File: src/rtl/lldwd_pkg.sv
package lldwd_pkg;

   localparam int MAX_SERVERS = 16;
   localparam int SRV_W       = $clog2(MAX_SERVERS);
   localparam int CNT_W       = $clog2(MAX_SERVERS + 1);
   localparam int CFG_W       = 5;
   localparam int COST_W      = 8;
   localparam int AMT_W       = 8;
   localparam int LOAD_W      = 32;
   localparam int PROD_W      = COST_W + AMT_W;

   localparam logic REQ_SET_COST = 1'b0;
   localparam logic REQ_DISPATCH = 1'b1;

   typedef enum logic [1:0] {
      ST_IDLE,
      ST_SEARCH,
      ST_ADD
   } state_type;

   // search word handed from cell to cell
   typedef struct packed {
      logic              valid;
      logic              found;
      logic [SRV_W-1:0]  idx;
      logic [LOAD_W-1:0] load;
      logic [COST_W-1:0] cost;
   } token_type;

   // write and clear strobes broadcast to every cell
   typedef struct packed {
      logic              cost_we;
      logic [SRV_W-1:0]  cost_idx;
      logic [COST_W-1:0] cost_data;
      logic              load_we;
      logic [SRV_W-1:0]  load_idx;
      logic [LOAD_W-1:0] load_data;
      logic              clear;
   } cell_ctl_type;

endpackage

File: src/rtl/lldwd_cell.sv
module lldwd_cell (
   input  logic                        clock,
   input  logic                        reset,
   input  logic [lldwd_pkg::SRV_W-1:0] my_index,
   input  logic                        active,
   input  lldwd_pkg::cell_ctl_type     ctl,
   input  lldwd_pkg::token_type        tok_in,
   output lldwd_pkg::token_type        tok_out
);
   import lldwd_pkg::*;

   logic [LOAD_W-1:0] load_ff;
   logic [COST_W-1:0] cost_ff;
   token_type         tok_ff;
   token_type         tok_in_next;
   logic              take;

   // claim the word when active and strictly lighter; ties stay with the lower index
   always_comb begin
      take = tok_in.valid && active && (!tok_in.found || (load_ff < tok_in.load));
      tok_in_next = tok_in;
      if (take) begin
         tok_in_next.found = 1'b1;
         tok_in_next.idx   = my_index;
         tok_in_next.load  = load_ff;
         tok_in_next.cost  = cost_ff;
      end
   end

   always_ff @(posedge clock) begin
      if (reset) begin
         load_ff      <= '0;
         cost_ff      <= '0;
         tok_ff.valid <= 1'b0;
      end else begin
         tok_ff.valid <= tok_in_next.valid;
         if (ctl.clear) begin
            load_ff <= '0;
         end else if (ctl.load_we && (ctl.load_idx == my_index)) begin
            load_ff <= ctl.load_data;
         end
         if (ctl.cost_we && (ctl.cost_idx == my_index)) begin
            cost_ff <= ctl.cost_data;
         end
      end
      tok_ff.found <= tok_in_next.found;
      tok_ff.idx   <= tok_in_next.idx;
      tok_ff.load  <= tok_in_next.load;
      tok_ff.cost  <= tok_in_next.cost;
   end

   assign tok_out = tok_ff;

endmodule

File: src/rtl/least_loaded_weighted_dispatch_core.sv
// Least-loaded weighted dispatcher. Each server owns one cell in a row of
// MAX_SERVERS cells holding its 8-bit unit cost and 32-bit load. A cost word
// (req_type 0) writes one cell, with no response. A job word (req_type 1)
// sends a search word down the row, one cell per cycle; each active cell
// keeps the word if its load is strictly smaller, so ties go to the lowest
// index. The winner's cost times job size is added to its load, saturating
// at 0xFFFFFFFF with rsp_overflow set, and the response carries the server,
// its new load and the batch makespan. A job with req_last_job set clears
// all loads and the makespan once its response is formed. The search word
// enters the first cell at the accepting edge and walks the rest of the
// row; the multiply step then registers the product and the add step adds
// and writes back. The block returns to idle as the response appears and
// raises req_ready for the next word in that same cycle; it takes no new
// word while a job is in flight, and the search pass through the cell row
// is most of a job's time. The response register lets the next word in
// while a response waits; a job finishing while the previous response is
// still untaken holds in its add step until that response is taken.
// csr_write_data sets the active server count (0 acts as 1, above
// MAX_SERVERS acts as MAX_SERVERS); write it only while the block is idle.
module least_loaded_weighted_dispatch_core (
   input  logic                         clock,
   input  logic                         reset,
   input  logic                         req_valid,
   output logic                         req_ready,
   input  logic                         req_type,
   input  logic [lldwd_pkg::SRV_W-1:0]  req_server_index,
   input  logic [lldwd_pkg::AMT_W-1:0]  req_amount,
   input  logic                         req_last_job,
   output logic                         rsp_valid,
   input  logic                         rsp_ready,
   output logic [lldwd_pkg::SRV_W-1:0]  rsp_chosen_server,
   output logic [lldwd_pkg::LOAD_W-1:0] rsp_finish_time,
   output logic [lldwd_pkg::LOAD_W-1:0] rsp_makespan,
   output logic                         rsp_overflow,
   output logic                         rsp_batch_done,
   input  logic                         csr_write_en,
   input  logic [lldwd_pkg::CFG_W-1:0]  csr_write_data
);
   import lldwd_pkg::*;

   state_type           state_ff, state_in;
   logic [CFG_W-1:0]    active_cfg_ff;
   logic [CNT_W-1:0]    n_eff;
   logic [MAX_SERVERS-1:0] active;

   logic [AMT_W-1:0]    amt_ff, amt_in;
   logic                last_ff, last_in;
   logic [SRV_W-1:0]    sel_idx_ff, sel_idx_in;
   logic [LOAD_W-1:0]   sel_load_ff, sel_load_in;
   logic [PROD_W-1:0]   prod_ff, prod_in;
   logic [LOAD_W-1:0]   largest_ff, largest_in;

   logic                rsp_valid_ff, rsp_valid_in;
   logic [SRV_W-1:0]    rsp_server_ff, rsp_server_in;
   logic [LOAD_W-1:0]   rsp_finish_ff, rsp_finish_in;
   logic [LOAD_W-1:0]   rsp_span_ff, rsp_span_in;
   logic                rsp_ovf_ff, rsp_ovf_in;
   logic                rsp_done_ff, rsp_done_in;

   logic [LOAD_W:0]     sum;
   logic                sum_ovf;
   logic [LOAD_W-1:0]   new_load;
   logic [LOAD_W-1:0]   new_largest;

   cell_ctl_type        ctl;
   token_type           tok_head;
   token_type           tok [0:MAX_SERVERS];
   logic                accept;

   // clamp the active count into 1..MAX_SERVERS
   always_comb begin
      if (active_cfg_ff == '0) begin
         n_eff = CNT_W'(1);
      end else if (active_cfg_ff > CFG_W'(MAX_SERVERS)) begin
         n_eff = CNT_W'(MAX_SERVERS);
      end else begin
         n_eff = CNT_W'(active_cfg_ff);
      end
      for (int k = 0; k < MAX_SERVERS; k++) begin
         active[k] = (CNT_W'(k) < n_eff);
      end
   end

   // saturating add of the winner's load and its weighted job size
   always_comb begin
      sum         = {1'b0, sel_load_ff} + {{(LOAD_W + 1 - PROD_W){1'b0}}, prod_ff};
      sum_ovf     = sum[LOAD_W];
      new_load    = sum_ovf ? {LOAD_W{1'b1}} : sum[LOAD_W-1:0];
      new_largest = (new_load > largest_ff) ? new_load : largest_ff;
   end

   assign accept = req_valid && req_ready;

   always_comb begin
      state_in      = state_ff;
      req_ready     = 1'b0;
      amt_in        = amt_ff;
      last_in       = last_ff;
      sel_idx_in    = sel_idx_ff;
      sel_load_in   = sel_load_ff;
      prod_in       = prod_ff;
      largest_in    = largest_ff;
      rsp_valid_in  = rsp_valid_ff && !rsp_ready;
      rsp_server_in = rsp_server_ff;
      rsp_finish_in = rsp_finish_ff;
      rsp_span_in   = rsp_span_ff;
      rsp_ovf_in    = rsp_ovf_ff;
      rsp_done_in   = rsp_done_ff;

      ctl           = '0;
      ctl.cost_idx  = req_server_index;
      ctl.cost_data = req_amount;
      ctl.load_idx  = sel_idx_ff;
      ctl.load_data = new_load;

      tok_head      = '0;

      case (state_ff)
         ST_IDLE: begin
            req_ready = 1'b1;
            if (accept) begin
               if (req_type == REQ_SET_COST) begin
                  ctl.cost_we = 1'b1;
               end else begin
                  // launch the search word into the first cell
                  tok_head.valid = 1'b1;
                  amt_in         = req_amount;
                  last_in        = req_last_job;
                  state_in       = ST_SEARCH;
               end
            end
         end
         ST_SEARCH: begin
            if (tok[MAX_SERVERS].valid) begin
               sel_idx_in  = tok[MAX_SERVERS].idx;
               sel_load_in = tok[MAX_SERVERS].load;
               prod_in     = PROD_W'(tok[MAX_SERVERS].cost) * PROD_W'(amt_ff);
               state_in    = ST_ADD;
            end
         end
         ST_ADD: begin
            // hold while the previous response still waits
            if (!rsp_valid_ff || rsp_ready) begin
               rsp_valid_in  = 1'b1;
               rsp_server_in = sel_idx_ff;
               rsp_finish_in = new_load;
               rsp_span_in   = new_largest;
               rsp_ovf_in    = sum_ovf;
               rsp_done_in   = last_ff;
               if (last_ff) begin
                  ctl.clear  = 1'b1;
                  largest_in = '0;
               end else begin
                  ctl.load_we = 1'b1;
                  largest_in  = new_largest;
               end
               state_in = ST_IDLE;
            end
         end
         default: begin
            state_in = ST_IDLE;
         end
      endcase
   end

   assign tok[0] = tok_head;

   for (genvar k = 0; k < MAX_SERVERS; k++) begin : g_cell
      lldwd_cell u_cell (
         .clock    (clock),
         .reset    (reset),
         .my_index (SRV_W'(k)),
         .active   (active[k]),
         .ctl      (ctl),
         .tok_in   (tok[k]),
         .tok_out  (tok[k+1])
      );
   end

   always_ff @(posedge clock) begin
      if (reset) begin
         state_ff      <= ST_IDLE;
         active_cfg_ff <= CFG_W'(MAX_SERVERS);
         largest_ff    <= '0;
         rsp_valid_ff  <= 1'b0;
      end else begin
         state_ff     <= state_in;
         largest_ff   <= largest_in;
         rsp_valid_ff <= rsp_valid_in;
         if (csr_write_en) begin
            active_cfg_ff <= csr_write_data;
         end
      end
      amt_ff        <= amt_in;
      last_ff       <= last_in;
      sel_idx_ff    <= sel_idx_in;
      sel_load_ff   <= sel_load_in;
      prod_ff       <= prod_in;
      rsp_server_ff <= rsp_server_in;
      rsp_finish_ff <= rsp_finish_in;
      rsp_span_ff   <= rsp_span_in;
      rsp_ovf_ff    <= rsp_ovf_in;
      rsp_done_ff   <= rsp_done_in;
   end

   assign rsp_valid         = rsp_valid_ff;
   assign rsp_chosen_server = rsp_server_ff;
   assign rsp_finish_time   = rsp_finish_ff;
   assign rsp_makespan      = rsp_span_ff;
   assign rsp_overflow      = rsp_ovf_ff;
   assign rsp_batch_done    = rsp_done_ff;

`ifndef SYNTH
   // a new response word only ever comes out of the add step
   a_rsp_from_add: assert property (@(posedge clock) disable iff (reset)
      $rose(rsp_valid_ff) |-> $past(state_ff == ST_ADD))
      else $error("response raised outside the add step");

   // the reported load never exceeds the reported makespan
   a_finish_le_span: assert property (@(posedge clock) disable iff (reset)
      rsp_valid_ff |-> (rsp_finish_ff <= rsp_span_ff))
      else $error("finish time above makespan");

   // a saturated add reports the maximum load
   a_ovf_saturates: assert property (@(posedge clock) disable iff (reset)
      (rsp_valid_ff && rsp_ovf_ff) |-> (rsp_finish_ff == {LOAD_W{1'b1}}))
      else $error("overflow without saturated load");

   // the search word reaches the row end only while a search is running
   a_token_in_search: assert property (@(posedge clock) disable iff (reset)
      tok[MAX_SERVERS].valid |-> (state_ff == ST_SEARCH))
      else $error("search word outside search state");
`endif

endmodule

File: config.mk
export PLATFORM = sky130hd
export DESIGN_NAME = least_loaded_weighted_dispatch_core
export DESIGN_NICKNAME = d
export VERILOG_FILES = /design/src/rtl/lldwd_pkg.sv /design/src/rtl/lldwd_cell.sv /design/src/rtl/least_loaded_weighted_dispatch_core.sv
export SDC_FILE = /design/constraint.sdc
export NUM_CORES = 2
export LEC_CHECK = 0
export BUFFER_PORTS_ARGS = -buffer_cell sky130_fd_sc_hd__buf_2
export CORE_AREA = 4 4 296 515
export DETAILED_ROUTE_END_ITERATION = 10
export DIE_AREA = 0 0 300 519
export GPL_ROUTABILITY_DRIVEN = 1
export SETUP_SLACK_MARGIN = 0.1
export SYNTH_ARGS = -nofsm -noshare
export SYNTH_HDL_FRONTEND = slang
export SYNTH_SLANG_ARGS = --single-unit
File: constraint.sdc
create_clock -name clock -period 12.57 [get_ports clock]
set_input_delay 1.257 -clock clock [delete_from_list [all_inputs] [get_ports clock]]
set_output_delay 1.257 -clock clock [all_outputs]
set_load 0.02 [all_outputs]
# Yosys cells after proc, flatten, opt, wreduce, memory -nomap -nowiden
# Index checks and enable logic that the tools add are counted.
# classes
addsub,1
multipliers,1
n_div,0
n_lt_le_gt_ge,33
eq_ne,36
shift,0
n_mux,41
bitwise,0
reduce_logical,107
# ops
cell,n
2-to-1 mux 40 bit,15
< comparator 32 bit,15
2-to-1 mux 32 bit,3
logical AND 1 bit,65
equality test 4 bit (second input constant),16
2-to-1 mux 45 bit,1
< comparator 4 x 5 -> 1 bit (first input constant),8
adder 32 x 16 -> 33 bit,1
equality test 4 x 3 -> 1 bit (second input constant),8
> comparator 32 bit,1
< comparator 3 x 5 -> 1 bit (first input constant),4
zero test 1 bit,17
equality test 4 x 2 -> 1 bit (second input constant),4
logical OR 1 bit,16
multiplier 8 x 8 -> 16 bit,1
2-to-1 mux 1 bit,15
< comparator 1 x 5 -> 1 bit (first input constant),2
< comparator 2 x 5 -> 1 bit (first input constant),2
2-to-1 mux 5 bit,2
equality test 4 x 1 -> 1 bit (second input constant),2
zero test 4 bit,2
2-to-1 mux 2 bit,4
inequality test 2 bit (second input constant),3
case mux 2 bit (3 select lines),1
10 further kinds,11
# word_totals
reg_bits,1546
latchBits,0
ramBits,0
mem_bits_ro,0
input_bits,24
out_inout_bits,72
word_cells,344
n_memories,0

# Longest topological paths before layout
# logic_depth
depth_word,7
depth_mapped,22

# Modules after synthesis
# From an unflattened synthesis, not the netlist that was laid out.
# unflattened
hier_cells,6546
hier_area_um2,70471.3
# by_module_without_submodules
module,n_inst,cells_per_inst,area_per_inst_um2,seq_area_each_um2
lldwd_cell (g_cell[0].u_cell ...),15,355,3771.1,1721.7
least_loaded_weighted_dispatch_core,1,871,9922.0,4734.5
lldwd_cell (g_cell[12].u_cell),1,350,3982.6,1721.7

# Worst setup path after synthesis
# No wires, ideal clock.
# synth_path
kind,reg2reg
from,register sel_load_ff[0]
to,"register rsp_span_ff[23], in the netlist rsp_makespan[23] (data pin)"
setup_time_ps,260
arrival_ps,4957
t_required_ps,12310
path_slack_ps,7354
stages_incl_launch_ff,21
period_less_slack_ps,5216
cell_sequence,edfxtp_1 > ha_1 > fa_1 > a211oi_1 > o21ai_1 > o221ai_1 > nand3_1 > o2111ai_1 > buf_2 > and3_1 > buf_2 > buf_1 > inv_1 > ha_1 > nand4_1 > nor4_1 > and2_1 > o22ai_1 > nor2_1 > clkbuf_1 > mux2_2
# synth_rtl
item,line,text
"start, declared",least_loaded_weighted_dispatch_core.sv:49,"logic [LOAD_W-1:0] sel_load_ff, sel_load_in;"
"start signal, assigned",least_loaded_weighted_dispatch_core.sv:197,sel_load_ff <= sel_load_in;
"end signal, assigned",least_loaded_weighted_dispatch_core.sv:201,rsp_span_ff <= rsp_span_in;
"end, declared",least_loaded_weighted_dispatch_core.sv:56,"logic [LOAD_W-1:0] rsp_span_ff, rsp_span_in;"

==> metrics <==
fill count=13706; Cell Chain, Critical Path=ha_1, fa_1, a211oi_1, o21ai_1, o221ai_1, nand3_1, o2111ai_1, buf_4, and2_1, buf_4, inv_1, ha_1, nand4_1, nor4_1, a211o_1, o22ai_1, nor2_4, nor3_2, nand2b_1, o21ai_0; via/cell ratio=5.35; CTS tree=built; Initial DRC Count=2602; Sw Pwr=2.08 mW; CTS Sinks=1531; setup TNS=0 ns; detailed-route DRC error count=0; core area=0.148 mm^2; switching fraction of total power=21.4%; FF-to-FF End=largest_ff[10]; vias=46626; clock slew seen by the registers of the worst setup and hold paths=0.06 ns; commonest non-fill, non-tap cell in the layout=dfxtp_1; Clock Latency Late Sink=0.79 ns; vias in the first global route=46710; Peak Freq=139 MHz; global-route usage over all layers=21.3%; Hold EP=g_cell[15].u_cell.tok_out[43]; power share of the sequential group=50.7%; worst hold path type=reg -> reg; NumNets Final=7216; Post-synth EDFFs=131; synth warn=0; Clk network pwr share=48.0%; first-pass GRT wire length=263000 um; crit path kind=reg -> reg; internal power=7.66 mW; WL final=169000 um; CP max stage delay=0.95 ns; register area=0.0320 mm^2; critical path's slowest cell=nor3_2; Die Ht=519 um; reg2reg path depth=20; die area=0.156 mm^2; final setup violation count=0; Peak supply drop=144 uV; Initial Util=44.7%; Root Driver=clkbuf_16; sequential-to-total area share from yosys stat=48.2%; Design Area, Final=0.0740 mm^2; Synth Instances=6663; hold depth=1; Cell Area, Placed=0.0689 mm^2; Power Density=132 mW/mm^2; Logic pwr share=1.3%; Area Growth Syn to Fin=11.6%; Routed wire per std cell=19.3 um; H-tree levels=4; CP required=13.24 ns; maximum root-to-sink buffer count=3; Worst Min Path Start=g_cell[14].u_cell.tok_out[43]; largest net degree at the start of global routing=190; period utilization=57.2%; Ports=96; Top FF cell, synth=dfxtp_1; Largest delay share family, worst path=compound AO/OA/AOI/OAI gates; Static Leak=29.7 nW; slew margin rel.=12.4%; site row count=187; initial antenna violation count=10; max_cap viols=0; commonest non-fill, non-tap cells in the layout=dfxtp_1, inv_1, ha_1; Resize count post-CTS=0; footprint of the multi-input gates=0.0311 mm^2; Final Slew Violations=0; R2R Setup Slk=5.38 ns; actual slew at the worst max-slew pin=1.28 ns; flops & latches, synth=1531; Die Wd=300 um; total gr overflow=0; Num CTS Buffers=145; Worst Clk Skew=0.0391 ns; buffers plus inverters on the worst setup path=3; outcome=finished, final reports clean; WP data arrival=7.86 ns; Post-CTS Hold Buffers=0; setup bufs post-CTS=0; endpoints failing hold=0; Setup crit end kind=flop; critical path fanouts, max=18; post-synthesis net count=7273; crit path time final=7.19 ns; asr flop ratio synth=0%; Placer Congestion=0.831; ratio of cells with drive above 1 in the final layout=15.5%; FF-to-FF Start=sel_load_ff[0]; RSZ-0062 raised after global routing=no; input/output buffers=95; syn avg cell area=9.96 um^2; Unique masters post-synth=65; Antenna Nets Post-Route=0; HPWL after DPL=120000 um; Worst Setup Start Kind=flop; Hold Slack=0.396 ns; Design Power=9.75 mW; Synth Cell Area=0.0663 mm^2; Initial DRT Pass Iterations=6
-- flip-flops by register name, summed over array words and instances, names as in the netlist, 5 cells and up --
name / flops
sel_load_ff: 32
amt_ff: 8
largest_ff: 32
g_cell.u_cell.cost_ff: 128
rsp_makespan: 32
g_cell.u_cell.tok_out: 720
g_cell.u_cell.load_ff: 512
rsp_finish_time: 32
prod_ff: 16
active_cfg_ff: 5
-- power by group through the flow --
stage | Sequential [mW] | Combinational [mW] | Clock (mW)
after floorplan | 5.04 | 0.0880 | 0
after global placement | 5.05 | 0.130 | 0
after detailed placement | 5.05 | 0.131 | 0
after CTS | 4.94 | 0.132 | 4.78
after global routing | 4.94 | 0.140 | 4.97
final | 4.94 | 0.131 | 4.67
-- worst register-to-register path, cell delays in order (launching register included) --
cell	delay, ns
edfxtp_1	0.37
ha_1	0.25
fa_1	0.43
a211oi_1	0.27
o21ai_1	0.17
o221ai_1	0.31
nand3_1	0.24
o2111ai_1	0.71
buf_4	0.29
and2_1	0.14
buf_4	0.28
inv_1	0.16
ha_1	0.33
nand4_1	0.18
nor4_1	0.15
a211o_1	0.31
o22ai_1	0.41
nor2_4	0.08
nor3_2	0.95
nand2b_1	0.70
o21ai_0	0.35
-- worst max-delay path by stage --
stage / from / end / slack, ns / cells after the start
after floorplan: sel_load_ff[0] / rsp_makespan[23] / 7.35 / 20
after global placement: sel_load_ff[0] / largest_ff[9] / 5.61 / 20
after detailed placement: sel_load_ff[0] / largest_ff[10] / 5.51 / 20
after CTS: sel_load_ff[0] / largest_ff[10] / 5.46 / 20
after global routing: sel_load_ff[0] / largest_ff[15] / 4.89 / 20
final: sel_load_ff[0] / largest_ff[10] / 5.38 / 20
-- per-stage QoR --
stage,utilization [%],cells,setup WS [ns]
global placement,46.4,8443,5.61
CTS,49.9,8710,5.46
floorplan,-,6663,7.35
global route,49.9,8711,4.89
finish,49.9,8713,5.38
detailed placement,46.4,8443,5.51
-- per-layer routing --
metal	global-route usage [%]	vias up	routed length (um)
met5	0	-	13
met1	25.0	22497	69100
met2	39.8	778	88300
li1	-	23068	-
met4	7.53	2	5540
met3	2.41	281	5590
-- synth_stat cells, types with 6 or more instances --
cell type,number,share of area [%]
mux2_2,532,9.0
and4_1,18,0.24
mux2i_1,129,1.9
nand3b_1,60,0.68
dfxtp_1,1400,42
clkbuf_1,336,1.9
xnor2_1,17,0.22
o22ai_1,101,0.95
o21ai_0,431,3.3
nand2b_1,42,0.40
o211ai_1,59,0.67
ha_1,549,10
a22oi_1,16,0.18
buf_2,34,0.26
or3_1,7,0.066
a21oi_1,422,3.2
or2_2,26,0.25
a31oi_1,54,0.51
o21a_1,11,0.12
and3_1,19,0.18
nor2_1,416,2.4
edfxtp_1,131,5.9
inv_1,595,3.4
nor3_1,37,0.28
a221o_1,6,0.091
a211o_1,6,0.079
buf_1,12,0.068
nand4_1,60,0.57
a221oi_1,8,0.11
xor2_1,11,0.15
a2111oi_0,19,0.25
nand3_1,174,1.3
a211oi_1,185,2.1
fa_1,37,1.1
nand2_1,384,2.2
and2_1,109,1.0
nor4_1,6,0.057
a21o_1,89,1.0
nor2b_1,53,0.50
-- layout make-up --
cell class	instances	area share, %
Clock inverter	61	1.17
Timing Repair Buffer	178	1.53
Inverter	595	3.02
Clock buffer	206	5.76
Sequential cell	1531	43.2
Antenna cell	3	0.0101
Tap cell	1984	3.35
Multi-Input combinational cell	4155	42.0
-- cells by family (layout without fill, tap and decap cells) --
group,Yosys count,after routing,synth area share [%]
XOR/XNOR,28,28,0.370
flip-flops,1531,1531,48.2
adder cells (fa/ha/maj),586,586,11.5
AO/OA/AOI/OAI,1457,1457,13.2
multiplexers,663,663,11.0
buffers and inverters,977,1040,5.59
other,0,3,0
AND/OR/NAND/NOR,1421,1421,10.2
Power figures use the tool's default switching activity.
